`config.mk`:
```
export PLATFORM = sky130hd
export DESIGN_NAME = slotted_page_allocator_unit
export DESIGN_NICKNAME = d
export VERILOG_FILES = /design/src/design/spa_pkg.sv /design/src/design/spa_ram.sv /design/src/design/spa_ctrl.sv /design/src/design/spa_dp.sv /design/src/design/slotted_page_allocator_unit.sv
export SDC_FILE = /design/constraint.sdc
export NUM_CORES = 2
export LEC_CHECK = 0
export ABC_AREA = 1
export BUFFER_PORTS_ARGS = -buffer_cell sky130_fd_sc_hd__buf_2
export CORE_MARGIN = 8
export CORE_UTILIZATION = 30
export DETAILED_ROUTE_END_ITERATION = 8
export PLACE_DENSITY = 0.42
export SYNTH_ARGS = -nofsm -noshare
export SYNTH_HDL_FRONTEND = slang
export SYNTH_SLANG_ARGS = --single-unit
```
`constraint.sdc`:
```
create_clock -name i_clk -period 4.4 [get_ports i_clk]
set_input_delay 0.66 -clock i_clk [delete_from_list [all_inputs] [get_ports i_clk]]
set_output_delay 0.66 -clock i_clk [all_outputs]
set_load 0.01 [all_outputs]
```
`src/design/spa_pkg.sv`:
```
package spa_pkg;

    localparam int PAGE_BYTES   = 4096;
    localparam int MAX_SLOTS    = 32;
    localparam int HEADER_BYTES = 8;

    // field widths
    localparam int OFF_W   = 13;
    localparam int SIZE_W  = 12;
    localparam int SLOTF_W = 6;
    localparam int OP_W    = 3;
    localparam int KIND_W  = 2;

    // directory addressing
    localparam int SLOT_W  = (MAX_SLOTS > 1) ? $clog2(MAX_SLOTS) : 1;
    localparam int CNT_W   = $clog2(MAX_SLOTS + 1);
    localparam int ENTRY_W = OFF_W + SIZE_W;

    localparam int FRAG_LIMIT = PAGE_BYTES / 4;
    localparam int FRAG_MAX   = (1 << OFF_W) - 1;

    typedef enum logic [OP_W-1:0] {
        OP_INIT   = 3'd0,
        OP_ALLOC  = 3'd1,
        OP_FREE   = 3'd2,
        OP_GET    = 3'd3,
        OP_DEFRAG = 3'd4
    } t_opcode;

    typedef enum logic [KIND_W-1:0] {
        KIND_ACK   = 2'd0,
        KIND_ALLOC = 2'd1,
        KIND_GET   = 2'd2,
        KIND_MOVE  = 2'd3
    } t_kind;

    typedef enum logic [3:0] {
        CMD_NONE,
        CMD_LATCH,
        CMD_DISPATCH,
        CMD_RP_SKIP,
        CMD_RP_READ,
        CMD_RP_MOVE,
        CMD_RP_END,
        CMD_SPACE,
        CMD_ALLOC,
        CMD_FINAL
    } t_cmd;

    typedef struct packed {
        logic [OP_W-1:0] op;
        logic            frag_high;
        logic            rp_done;
        logic            rp_live;
        logic            out_free;
    } t_status;

endpackage

```
`src/design/spa_ram.sv`:
```
module spa_ram #(
    parameter int WIDTH = 8,
    parameter int DEPTH = 32
) (
    input  logic                                     i_clk,
    input  logic                                     i_we,
    input  logic [((DEPTH > 1) ? $clog2(DEPTH) : 1)-1:0] i_waddr,
    input  logic [WIDTH-1:0]                         i_wdata,
    input  logic                                     i_re,
    input  logic [((DEPTH > 1) ? $clog2(DEPTH) : 1)-1:0] i_raddr,
    output logic [WIDTH-1:0]                         o_rdata
);

    logic [WIDTH-1:0] r_mem [DEPTH];
    logic [WIDTH-1:0] r_rdata;

    always_ff @(posedge i_clk) begin
        if (i_we) begin
            r_mem[i_waddr] <= i_wdata;
        end
        if (i_re) begin
            r_rdata <= r_mem[i_raddr];
        end
    end

    assign o_rdata = r_rdata;

endmodule

```
`src/design/spa_ctrl.sv`:
```
module spa_ctrl (
    input  logic               i_clk,
    input  logic               i_rst_n,
    input  logic               i_valid,
    input  spa_pkg::t_status   i_status,
    output spa_pkg::t_cmd      o_cmd,
    output logic               o_busy
);

    typedef enum logic [6:0] {
        S_IDLE     = 7'b0000001,
        S_DISPATCH = 7'b0000010,
        S_RP_SCAN  = 7'b0000100,
        S_RP_MOVE  = 7'b0001000,
        S_SPACE    = 7'b0010000,
        S_ALLOC    = 7'b0100000,
        S_FINAL    = 7'b1000000
    } t_state;

    t_state r_state;
    t_state n_state;

    always_comb begin
        n_state = r_state;
        o_cmd   = spa_pkg::CMD_NONE;
        unique case (r_state)
            S_IDLE: begin
                if (i_valid) begin
                    o_cmd   = spa_pkg::CMD_LATCH;
                    n_state = S_DISPATCH;
                end
            end
            S_DISPATCH: begin
                o_cmd = spa_pkg::CMD_DISPATCH;
                if (i_status.op == spa_pkg::OP_DEFRAG) begin
                    n_state = S_RP_SCAN;
                end else if (i_status.op == spa_pkg::OP_ALLOC) begin
                    n_state = i_status.frag_high ? S_RP_SCAN : S_SPACE;
                end else begin
                    n_state = S_FINAL;
                end
            end
            S_RP_SCAN: begin
                if (i_status.rp_done) begin
                    o_cmd   = spa_pkg::CMD_RP_END;
                    n_state = (i_status.op == spa_pkg::OP_ALLOC) ? S_SPACE : S_FINAL;
                end else if (i_status.rp_live) begin
                    o_cmd   = spa_pkg::CMD_RP_READ;
                    n_state = S_RP_MOVE;
                end else begin
                    o_cmd = spa_pkg::CMD_RP_SKIP;
                end
            end
            S_RP_MOVE: begin
                if (i_status.out_free) begin
                    o_cmd   = spa_pkg::CMD_RP_MOVE;
                    n_state = S_RP_SCAN;
                end
            end
            S_SPACE: begin
                o_cmd   = spa_pkg::CMD_SPACE;
                n_state = S_ALLOC;
            end
            S_ALLOC: begin
                if (i_status.out_free) begin
                    o_cmd   = spa_pkg::CMD_ALLOC;
                    n_state = S_IDLE;
                end
            end
            S_FINAL: begin
                if (i_status.out_free) begin
                    o_cmd   = spa_pkg::CMD_FINAL;
                    n_state = S_IDLE;
                end
            end
            default: n_state = S_IDLE;
        endcase
    end

    always_ff @(posedge i_clk) begin
        if (!i_rst_n) begin
            r_state <= S_IDLE;
        end else begin
            r_state <= n_state;
        end
    end

    assign o_busy = (r_state != S_IDLE);

endmodule

```
`src/design/spa_dp.sv`:
```
module spa_dp (
    input  logic                              i_clk,
    input  logic                              i_rst_n,
    input  spa_pkg::t_cmd                     i_cmd,
    output spa_pkg::t_status                  o_status,
    input  logic [spa_pkg::OP_W-1:0]          i_opcode,
    input  logic [spa_pkg::SIZE_W-1:0]        i_alloc_size,
    input  logic [spa_pkg::SLOTF_W-1:0]       i_slot_index,
    input  logic                              i_stall,
    output logic                              o_valid,
    output logic [spa_pkg::KIND_W-1:0]        o_result_kind,
    output logic [spa_pkg::SLOTF_W-1:0]       o_slot_number,
    output logic [spa_pkg::OFF_W-1:0]         o_cell_offset,
    output logic [spa_pkg::OFF_W-1:0]         o_source_offset,
    output logic [spa_pkg::OFF_W-1:0]         o_move_length,
    output logic [spa_pkg::SIZE_W-1:0]        o_cell_size,
    output logic                              o_ok,
    output logic                              o_last
);

    localparam int SW = spa_pkg::SLOT_W;
    localparam int CW = spa_pkg::CNT_W;
    localparam int OW = spa_pkg::OFF_W;
    localparam int ZW = spa_pkg::SIZE_W;

    // directory state
    logic [spa_pkg::MAX_SLOTS-1:0] r_valid;
    logic [CW-1:0]                 r_siu;
    logic [OW-1:0]                 r_frag;
    logic [OW-1:0]                 r_free_top;

    // current item
    logic [spa_pkg::OP_W-1:0]   r_op;
    logic [ZW-1:0]              r_size;
    logic [spa_pkg::SLOTF_W-1:0] r_slot;

    // repack walk and alloc decision
    logic [CW-1:0] r_idx;
    logic [OW-1:0] r_top;
    logic          r_fit;
    logic          r_found;
    logic [SW-1:0] r_pick;

    // result register
    logic                       r_ovalid;
    logic [spa_pkg::KIND_W-1:0] r_kind;
    logic [spa_pkg::SLOTF_W-1:0] r_onum;
    logic [OW-1:0]              r_ooff;
    logic [OW-1:0]              r_osrc;
    logic [OW-1:0]              r_olen;
    logic [ZW-1:0]              r_osize;
    logic                       r_ook;
    logic                       r_olast;

    // entry store: offset above, payload size below
    logic                         ram_we;
    logic [SW-1:0]                ram_waddr;
    logic [spa_pkg::ENTRY_W-1:0]  ram_wdata;
    logic                         ram_re;
    logic [SW-1:0]                ram_raddr;
    logic [spa_pkg::ENTRY_W-1:0]  ram_rdata;
    logic [OW-1:0]                rd_off;
    logic [ZW-1:0]                rd_size;

    logic          out_free;
    logic          ld_result;
    logic          slot_live;
    logic [OW-1:0] mv_len;
    logic [OW-1:0] mv_top;
    logic [OW-1:0] new_top;
    logic [OW:0]   frag_sum;
    logic [OW+1:0] used_need;
    logic          enc_found;
    logic [SW-1:0] enc_pick;
    logic          full;

    // final result of init, free, get, defrag and unused opcodes
    logic [spa_pkg::KIND_W-1:0]  fin_kind;
    logic [spa_pkg::SLOTF_W-1:0] fin_num;
    logic [OW-1:0]               fin_off;
    logic [ZW-1:0]               fin_size;
    logic                        fin_ok;

    spa_ram #(
        .WIDTH (spa_pkg::ENTRY_W),
        .DEPTH (spa_pkg::MAX_SLOTS)
    ) u_entry_ram (
        .i_clk   (i_clk),
        .i_we    (ram_we),
        .i_waddr (ram_waddr),
        .i_wdata (ram_wdata),
        .i_re    (ram_re),
        .i_raddr (ram_raddr),
        .o_rdata (ram_rdata)
    );

    assign rd_off  = ram_rdata[spa_pkg::ENTRY_W-1:ZW];
    assign rd_size = ram_rdata[ZW-1:0];

    assign out_free  = !r_ovalid || !i_stall;
    assign ld_result = (i_cmd == spa_pkg::CMD_RP_MOVE) || (i_cmd == spa_pkg::CMD_ALLOC)
                       || (i_cmd == spa_pkg::CMD_FINAL);
    assign slot_live = ({1'b0, r_slot} < (spa_pkg::SLOTF_W+1)'(r_siu))
                       && r_valid[r_slot[SW-1:0]];
    assign full      = (r_siu >= CW'(spa_pkg::MAX_SLOTS));

    assign mv_len   = OW'(rd_size) + OW'(2);
    assign mv_top   = (r_top > mv_len) ? (r_top - mv_len) : '0;
    assign new_top  = r_free_top - (OW'(r_size) + OW'(2));
    assign frag_sum = (OW+1)'(r_frag) + (OW+1)'(rd_size) + (OW+1)'(2);
    assign used_need = (OW+2)'(spa_pkg::HEADER_BYTES) + ((OW+2)'(r_siu) << 1)
                       + (OW+2)'(r_frag) + (OW+2)'(r_size) + (OW+2)'(4);

    // highest free slot below the fill mark
    always_comb begin
        enc_found = 1'b0;
        enc_pick  = '0;
        for (int i = 0; i < spa_pkg::MAX_SLOTS; i++) begin
            if ((CW'(i) < r_siu) && !r_valid[i]) begin
                enc_found = 1'b1;
                enc_pick  = SW'(i);
            end
        end
    end

    always_comb begin
        fin_kind = spa_pkg::KIND_ACK;
        fin_num  = '0;
        fin_off  = '0;
        fin_size = '0;
        fin_ok   = 1'b0;
        case (r_op) inside
            spa_pkg::OP_INIT, spa_pkg::OP_DEFRAG: fin_ok = 1'b1;
            spa_pkg::OP_FREE: begin
                if (slot_live) begin
                    fin_num = r_slot;
                    fin_ok  = 1'b1;
                end
            end
            spa_pkg::OP_GET: begin
                fin_kind = spa_pkg::KIND_GET;
                if (slot_live) begin
                    fin_num  = r_slot;
                    fin_off  = rd_off;
                    fin_size = rd_size;
                    fin_ok   = 1'b1;
                end
            end
            default: ;
        endcase
    end

    always_comb begin
        ram_we    = 1'b0;
        ram_waddr = r_idx[SW-1:0];
        ram_wdata = {mv_top, rd_size};
        ram_re    = 1'b0;
        ram_raddr = r_idx[SW-1:0];
        unique case (i_cmd)
            spa_pkg::CMD_DISPATCH: begin
                ram_re    = 1'b1;
                ram_raddr = r_slot[SW-1:0];
            end
            spa_pkg::CMD_RP_READ: ram_re = 1'b1;
            spa_pkg::CMD_RP_MOVE: ram_we = 1'b1;
            spa_pkg::CMD_ALLOC: begin
                ram_we    = r_fit && (r_found || !full);
                ram_waddr = r_found ? r_pick : r_siu[SW-1:0];
                ram_wdata = {new_top, r_size};
            end
            default: ;
        endcase
    end

    always_ff @(posedge i_clk) begin
        if (!i_rst_n) begin
            r_valid    <= '0;
            r_siu      <= '0;
            r_frag     <= '0;
            r_free_top <= OW'(spa_pkg::PAGE_BYTES);
            r_ovalid   <= 1'b0;
        end else begin
            if (ld_result) begin
                r_ovalid <= 1'b1;
            end else if (!i_stall) begin
                r_ovalid <= 1'b0;
            end
            unique case (i_cmd)
                spa_pkg::CMD_RP_END: begin
                    r_free_top <= r_top;
                    r_frag     <= '0;
                end
                spa_pkg::CMD_ALLOC: begin
                    if (r_fit && (r_found || !full)) begin
                        r_free_top <= new_top;
                        if (r_found) begin
                            r_valid[r_pick] <= 1'b1;
                        end else begin
                            r_valid[r_siu[SW-1:0]] <= 1'b1;
                            r_siu <= r_siu + CW'(1);
                        end
                    end
                end
                spa_pkg::CMD_FINAL: begin
                    if (r_op == spa_pkg::OP_INIT) begin
                        r_valid    <= '0;
                        r_siu      <= '0;
                        r_frag     <= '0;
                        r_free_top <= OW'(spa_pkg::PAGE_BYTES);
                    end else if (r_op == spa_pkg::OP_FREE && slot_live) begin
                        r_valid[r_slot[SW-1:0]] <= 1'b0;
                        r_frag <= (frag_sum > (OW+1)'(spa_pkg::FRAG_MAX))
                                  ? OW'(spa_pkg::FRAG_MAX) : frag_sum[OW-1:0];
                    end
                end
                default: ;
            endcase
        end
    end

    // working registers and result payload
    always_ff @(posedge i_clk) begin
        case (i_cmd)
            spa_pkg::CMD_LATCH: begin
                r_op   <= i_opcode;
                r_size <= i_alloc_size;
                r_slot <= i_slot_index;
            end
            spa_pkg::CMD_DISPATCH: begin
                r_idx <= '0;
                r_top <= OW'(spa_pkg::PAGE_BYTES);
            end
            spa_pkg::CMD_RP_SKIP: r_idx <= r_idx + CW'(1);
            spa_pkg::CMD_RP_MOVE: begin
                r_idx   <= r_idx + CW'(1);
                r_top   <= mv_top;
                r_kind  <= spa_pkg::KIND_MOVE;
                r_onum  <= spa_pkg::SLOTF_W'(r_idx);
                r_ooff  <= mv_top;
                r_osrc  <= rd_off;
                r_olen  <= mv_len;
                r_osize <= '0;
                r_ook   <= 1'b1;
                r_olast <= 1'b0;
            end
            spa_pkg::CMD_SPACE: begin
                r_fit   <= ((OW+2)'(r_free_top) >= used_need);
                r_found <= enc_found;
                r_pick  <= enc_pick;
            end
            spa_pkg::CMD_ALLOC: begin
                r_kind  <= spa_pkg::KIND_ALLOC;
                r_osrc  <= '0;
                r_olen  <= '0;
                r_olast <= 1'b1;
                if (r_fit && (r_found || !full)) begin
                    r_onum  <= r_found ? spa_pkg::SLOTF_W'(r_pick)
                                       : spa_pkg::SLOTF_W'(r_siu);
                    r_ooff  <= new_top;
                    r_osize <= r_size;
                    r_ook   <= 1'b1;
                end else begin
                    r_onum  <= '0;
                    r_ooff  <= '0;
                    r_osize <= '0;
                    r_ook   <= 1'b0;
                end
            end
            spa_pkg::CMD_FINAL: begin
                r_kind  <= fin_kind;
                r_onum  <= fin_num;
                r_ooff  <= fin_off;
                r_osrc  <= '0;
                r_olen  <= '0;
                r_osize <= fin_size;
                r_ook   <= fin_ok;
                r_olast <= 1'b1;
            end
            default: ;
        endcase
    end

    assign o_status.op        = r_op;
    assign o_status.frag_high = (r_frag >= OW'(spa_pkg::FRAG_LIMIT));
    assign o_status.rp_done   = (r_idx >= r_siu);
    assign o_status.rp_live   = r_valid[r_idx[SW-1:0]];
    assign o_status.out_free  = out_free;

    assign o_valid         = r_ovalid;
    assign o_result_kind   = r_kind;
    assign o_slot_number   = r_onum;
    assign o_cell_offset   = r_ooff;
    assign o_source_offset = r_osrc;
    assign o_move_length   = r_olen;
    assign o_cell_size     = r_osize;
    assign o_ok            = r_ook;
    assign o_last          = r_olast;

    a_siu_bound: assert property (@(posedge i_clk) disable iff (!i_rst_n)
        r_siu <= CW'(spa_pkg::MAX_SLOTS))
        else $error("slot count past directory size");

    a_top_bound: assert property (@(posedge i_clk) disable iff (!i_rst_n)
        r_free_top <= OW'(spa_pkg::PAGE_BYTES))
        else $error("free top beyond page end");

    a_rp_end: assert property (@(posedge i_clk) disable iff (!i_rst_n)
        i_cmd == spa_pkg::CMD_RP_END |=> r_frag == '0)
        else $error("fragment count not cleared by repack");

    a_no_overwrite: assert property (@(posedge i_clk) disable iff (!i_rst_n)
        (i_cmd == spa_pkg::CMD_RP_MOVE || i_cmd == spa_pkg::CMD_ALLOC
         || i_cmd == spa_pkg::CMD_FINAL) |-> out_free)
        else $error("result loaded over a waiting result");

endmodule

```
`src/design/slotted_page_allocator_unit.sv`:
```
// Slot directory of one slotted page: cells grow down from the page end, the
// slot array grows up behind the header. Each transfer on the input channel
// carries one opcode (init, alloc, free, get, defrag) and yields one or more
// results, the final one flagged by o_last. Defrag, and an alloc that finds a
// quarter of the page fragmented, first walks the directory in slot order and
// emits one move command per live cell with old and new offsets; the page bytes
// themselves are copied elsewhere. Init, free, get and unused opcodes pass
// through dispatch and then load their final result; alloc passes through
// dispatch, the space check and the alloc decision; a repack adds a skip step
// per free slot and a read and a move step per live slot below the fill mark,
// plus an end step. The repack walk reads one directory entry per step from a
// single registered-read entry memory. One item is worked on at a time; the
// input stalls until its last result sits in the output register, and the
// next transfer can be taken as soon as it does.
module slotted_page_allocator_unit (
    input  logic                          i_clk,
    input  logic                          i_rst_n,
    input  logic                          i_valid,
    output logic                          o_stall,
    input  logic [spa_pkg::OP_W-1:0]      i_opcode,
    input  logic [spa_pkg::SIZE_W-1:0]    i_alloc_size,
    input  logic [spa_pkg::SLOTF_W-1:0]   i_slot_index,
    output logic                          o_valid,
    input  logic                          i_stall,
    output logic [spa_pkg::KIND_W-1:0]    o_result_kind,
    output logic [spa_pkg::SLOTF_W-1:0]   o_slot_number,
    output logic [spa_pkg::OFF_W-1:0]     o_cell_offset,
    output logic [spa_pkg::OFF_W-1:0]     o_source_offset,
    output logic [spa_pkg::OFF_W-1:0]     o_move_length,
    output logic [spa_pkg::SIZE_W-1:0]    o_cell_size,
    output logic                          o_ok,
    output logic                          o_last
);

    spa_pkg::t_cmd    cmd;
    spa_pkg::t_status status;
    logic             busy;

    // sequencing: dispatch, repack walk, alloc decision, result
    spa_ctrl u_ctrl (
        .i_clk    (i_clk),
        .i_rst_n  (i_rst_n),
        .i_valid  (i_valid),
        .i_status (status),
        .o_cmd    (cmd),
        .o_busy   (busy)
    );

    // directory state, entry memory and output register
    spa_dp u_dp (
        .i_clk           (i_clk),
        .i_rst_n         (i_rst_n),
        .i_cmd           (cmd),
        .o_status        (status),
        .i_opcode        (i_opcode),
        .i_alloc_size    (i_alloc_size),
        .i_slot_index    (i_slot_index),
        .i_stall         (i_stall),
        .o_valid         (o_valid),
        .o_result_kind   (o_result_kind),
        .o_slot_number   (o_slot_number),
        .o_cell_offset   (o_cell_offset),
        .o_source_offset (o_source_offset),
        .o_move_length   (o_move_length),
        .o_cell_size     (o_cell_size),
        .o_ok            (o_ok),
        .o_last          (o_last)
    );

    // new transfers only while no item is in flight
    assign o_stall = busy;

endmodule

```
==> results by group <==
Pwr
  • PD cells: 419.3 nW/um^2
  • Cell leakage power: 18.26 nW
  • Pwr Total: ~22 mW
  • Peak supply drop: 0.3066 mV

Layout
  • Layout cell share with drive strength beyond 1: a little over an eighth
  • Layout area overhead: 17.59%
  • Post-route cell area: 52940 um^2
  • Layout Nets: 4241

STA
  • Final WS setup: 211.9 ps
  • Final setup violation count: 0
  • Skew final: 54.04 ps
  • Hold_ws: 83.55 ps
  • Max Transition Viols Final: 0
  • Setup TNS Final: 0 ps
  • Min Tclk post-route: roughly 4200 ps
  • Final period util: 95.18%
  • RSZ-0062 raised after global routing: no
  • Transition time at the pin with the least slew margin: 1252 ps
  • Achievable Freq: between 0.2 and 0.25 GHz
  • Rel. slew slack: 16.54%
  • Final hold vios: 0

Place
  • Gp weighted congestion: approximately 0.89
  • HPWL Detailed: 102700 um
  • Post-DP Area: 49320 um^2
  • PortBufs: 87
  • Dpl ws: 62.23 ps

Synthesis
  • Register area share after synthesis: 65.44%
  • Synth Register Bits: 1005
  • Synth cell types: 60
  • Post-synthesis cell area: 45020 um^2
  • Syn Inst Count: just under 4k
  • Mapped Nets: 4070
  • Async set-or-reset flop fraction in the synthesized netlist: 0%
  • Ys flop type: edfxtp_1
  • Post-synth EDFFs: around 930
  • Syn_area_per_cell: 11.51 um^2
  • Yosys warns: 0

Floorplanning
  • I/O pin cnt: 88
  • Initial core utilization: 30.13%
  • Die Height: 403.4 um
  • Die ar.: 162700 um^2
  • FP Rows: between 100 and 150
  • Core box area: around 150000 um^2
  • Die W: 403.4 um

Hold path
  • Hold Path End: u_dp.r_size[8]$_DFFE_PN_
  • Hold path startpoint: i_alloc_size[8]
  • WHS Path Cells: 1
  • Hold Crit Class: input pin to flop

Run
  • MaxCap Viol Count: 0

Critical path
  • CP max FO: 3
  • Worst r2r src: u_dp.r_size[1]$_DFFE_PN_
  • Cell depth of the worst flop-to-flop path: 18
  • Critical path class: flop to flop
  • FF-to-FF End: u_dp.r_fit$_DFFE_PN_
  • Critical Path AT: ~4700 ps
  • R2R setup slack: 210 ps
  • Critical Path Sink Type: flop
  • Worst Path Required: ~5000 ps
  • CP startpoint kind: flop

Clock network
  • Clk slew on worst S/H paths: 60 ps
  • Clock net sink count: about 1k
  • Worst-Skew Late Latency: 770 ps
  • Root Driver: clkbuf_16
  • Hold Buf Count CTS: 0
  • Post_cts resized: 0
  • CTS Buffer Depth: 3
  • Postcts setup bufs: 0
  • Total CTS buffers: 113
  • CTS H-Tree Depth: 3
  • CTS tree: done

Global route
  • Largest net degree at the start of global routing: 101
  • First-pass GRT wire length: approximately 230000 um
  • Total GRT Usage: 19.19%
  • Vias in the first global route: 31.38k
  • Initial antenna violation count: 4
  • GRT overflow: 0

Drt
  • Final wirelength: between 150000 and 200000 um
  • DRC Markers: 0
  • DR WL/cell: approximately 26 um
  • DR pass1 iterations: 6
  • Vias: 32.28k
  • Via-per-instance ratio: 5.211
  • Antenna-violating nets left: 0
  • DRT iter0 DRCs: 2934

Outcome
  • Run status: completed
-- layout by cell type, fill, tap and decap left out, types with 25 or more instances in the layout --
cell / n
a21oi_1: 110
a31oi_1: 57
buf_12: 39
buf_2: 87
buf_4: 150
clkbuf_1: 41
clkbuf_16: 115
clkinv_1: 26
dfxtp_1: 71
edfxtp_1: 933
ha_1: 122
inv_1: 269
nand2_1: 264
nand3_1: 79
nor2_1: 564
nor2_4: 35
nor3_1: 32
o211ai_1: 42
o21ai_0: 549
o21ai_1: 56
o21ai_2: 25
o221ai_1: 181
o22ai_1: 91
xor2_1: 28
-- logic make-up (layout without fill, tap and decap cells) --
family,count (synthesis),in the layout,synth area share (%)
AOI/OAI and AO/OA,1196,1196,16.03
and+or+nand+nor,1021,1021,9.172
DFF,1005,1005,65.44
buffers and inverters,517,782,4.708
adders and majority gates,134,134,3.908
xor gates and xnor gates,38,38,0.7393
other,0,2,0
-- flip-flops by register name, indices dropped and copies added, names as in the netlist, 2 cells and up --
register,flops
u_dp.r_siu,6
u_dp.o_cell_offset,13
u_dp.o_source_offset,13
u_dp.o_slot_number,6
u_dp.r_size,12
u_dp.o_cell_size,12
u_dp.o_move_length,13
u_dp.r_pick,5
u_dp.o_result_kind,2
u_dp.r_slot,6
u_dp.r_frag,13
u_dp.u_entry_ram.r_mem,800
u_dp.r_free_top,13
u_ctrl.r_state,7
u_dp.r_op,3
u_dp.r_valid,32
u_dp.r_idx,6
u_dp.u_entry_ram.o_rdata,25
u_dp.r_top,13
-- worst max path at each step --
| stage | startpoint | endpoint | cells past startpoint |
|---|---|---|---|
| after floorplan | u_dp.r_siu[1]$_SDFFE_PN0P_ | u_dp.u_entry_ram.o_rdata[0]$_DFFE_PP_ | 19 |
| after detailed placement | u_dp.r_siu[3]$_SDFFE_PN0P_ | u_dp.r_fit$_DFFE_PN_ | 22 |
| after global routing | u_dp.r_siu[2]$_SDFFE_PN0P_ | u_dp.r_fit$_DFFE_PN_ | 22 |
| after CTS | u_dp.r_siu[3]$_SDFFE_PN0P_ | u_dp.r_fit$_DFFE_PN_ | 22 |
| after global placement | u_dp.r_siu[3]$_SDFFE_PN0P_ | u_dp.r_fit$_DFFE_PN_ | 22 |
| final | u_dp.r_size[1]$_DFFE_PN_ | u_dp.r_fit$_DFFE_PN_ | 18 |
-- power by group --
part	leakage [nW]	switching (mW)	internal (mW)	total, mW
Clock	1.73	4.01	5.24	9.26
Combinational	7.52	1.58	0.664	2.25
Sequential	9.01	0.0847	10.6	10.7
Total	18.3	5.68	16.5	22.2
-- cells in the mapped netlist, types with 6 or more instances --
library cell  instances  area share (%)
edfxtp_1            933              62
a21oi_1             114             1.3
inv_2                21            0.18
dfxtp_1              72             3.2
nand4_1              12            0.17
xor2_1               28            0.54
nand2_1             266             2.2
inv_1               271             2.3
fa_1                 11            0.49
ha_1                123             3.4
o21ai_0             575             6.4
a311oi_1              7            0.14
o221ai_1            181             3.5
o21a_1                7            0.12
a211oi_1             13            0.22
o211ai_1             42            0.70
buf_2                73            0.81
o211a_1               8            0.18
xnor2_1              10            0.19
o21ai_1              59            0.66
o21bai_1             11            0.18
nor4_1                6           0.083
nor2_1              597             5.0
clkbuf_1            124             1.0
a31oi_1              57            0.79
o22ai_1              91             1.3
nand3_1              79            0.88
nor3_1               33            0.37
buf_4                13            0.22
-- per-stage QoR --
stage	util (%)	std cells
detailed placement	33.01	5983
CTS	35.40	6192
global placement	33.01	5983
global route	35.42	6192
floorplan	-	3911
finish	35.43	6194
-- area by class of cell --
class                           instances  area [um^2]
Antenna cell                            2        5.005
Clock buffer                          160         3087
Clock inverter                         49        494.2
Fill cell                           14821        96490
Inverter                              296         1126
Multi-Input combinational cell       2389        13890
Sequential cell                      1005        29460
Tap cell                             2016         2522
Timing Repair Buffer                  277         2354
-- critical path, cell delays in order (launching register included) --
cell	delay (ps)
edfxtp_1	440
fa_1	460
fa_1	440
ha_1	240
fa_1	410
nand3_1	90
and2_1	170
o21ai_0	120
a21o_1	190
a21oi_2	170
xor2_1	170
ha_1	260
nand2_1	70
inv_1	50
a221oi_1	260
o21ai_1	130
nand3_1	90
a21oi_1	60
o211a_1	110
-- per-layer routing --
metal	wire length [um]	track usage (%)	share of wire (%)	up-vias
met5	0	0	0	-
met3	7759	2.330	4.8	204
li1	-	-	-	14835
met1	75000	27.19	46	16288
met4	3911	5.175	2.4	0
met2	74620	31.12	46	950
Note: power is estimated with default switching activity, not from simulation.
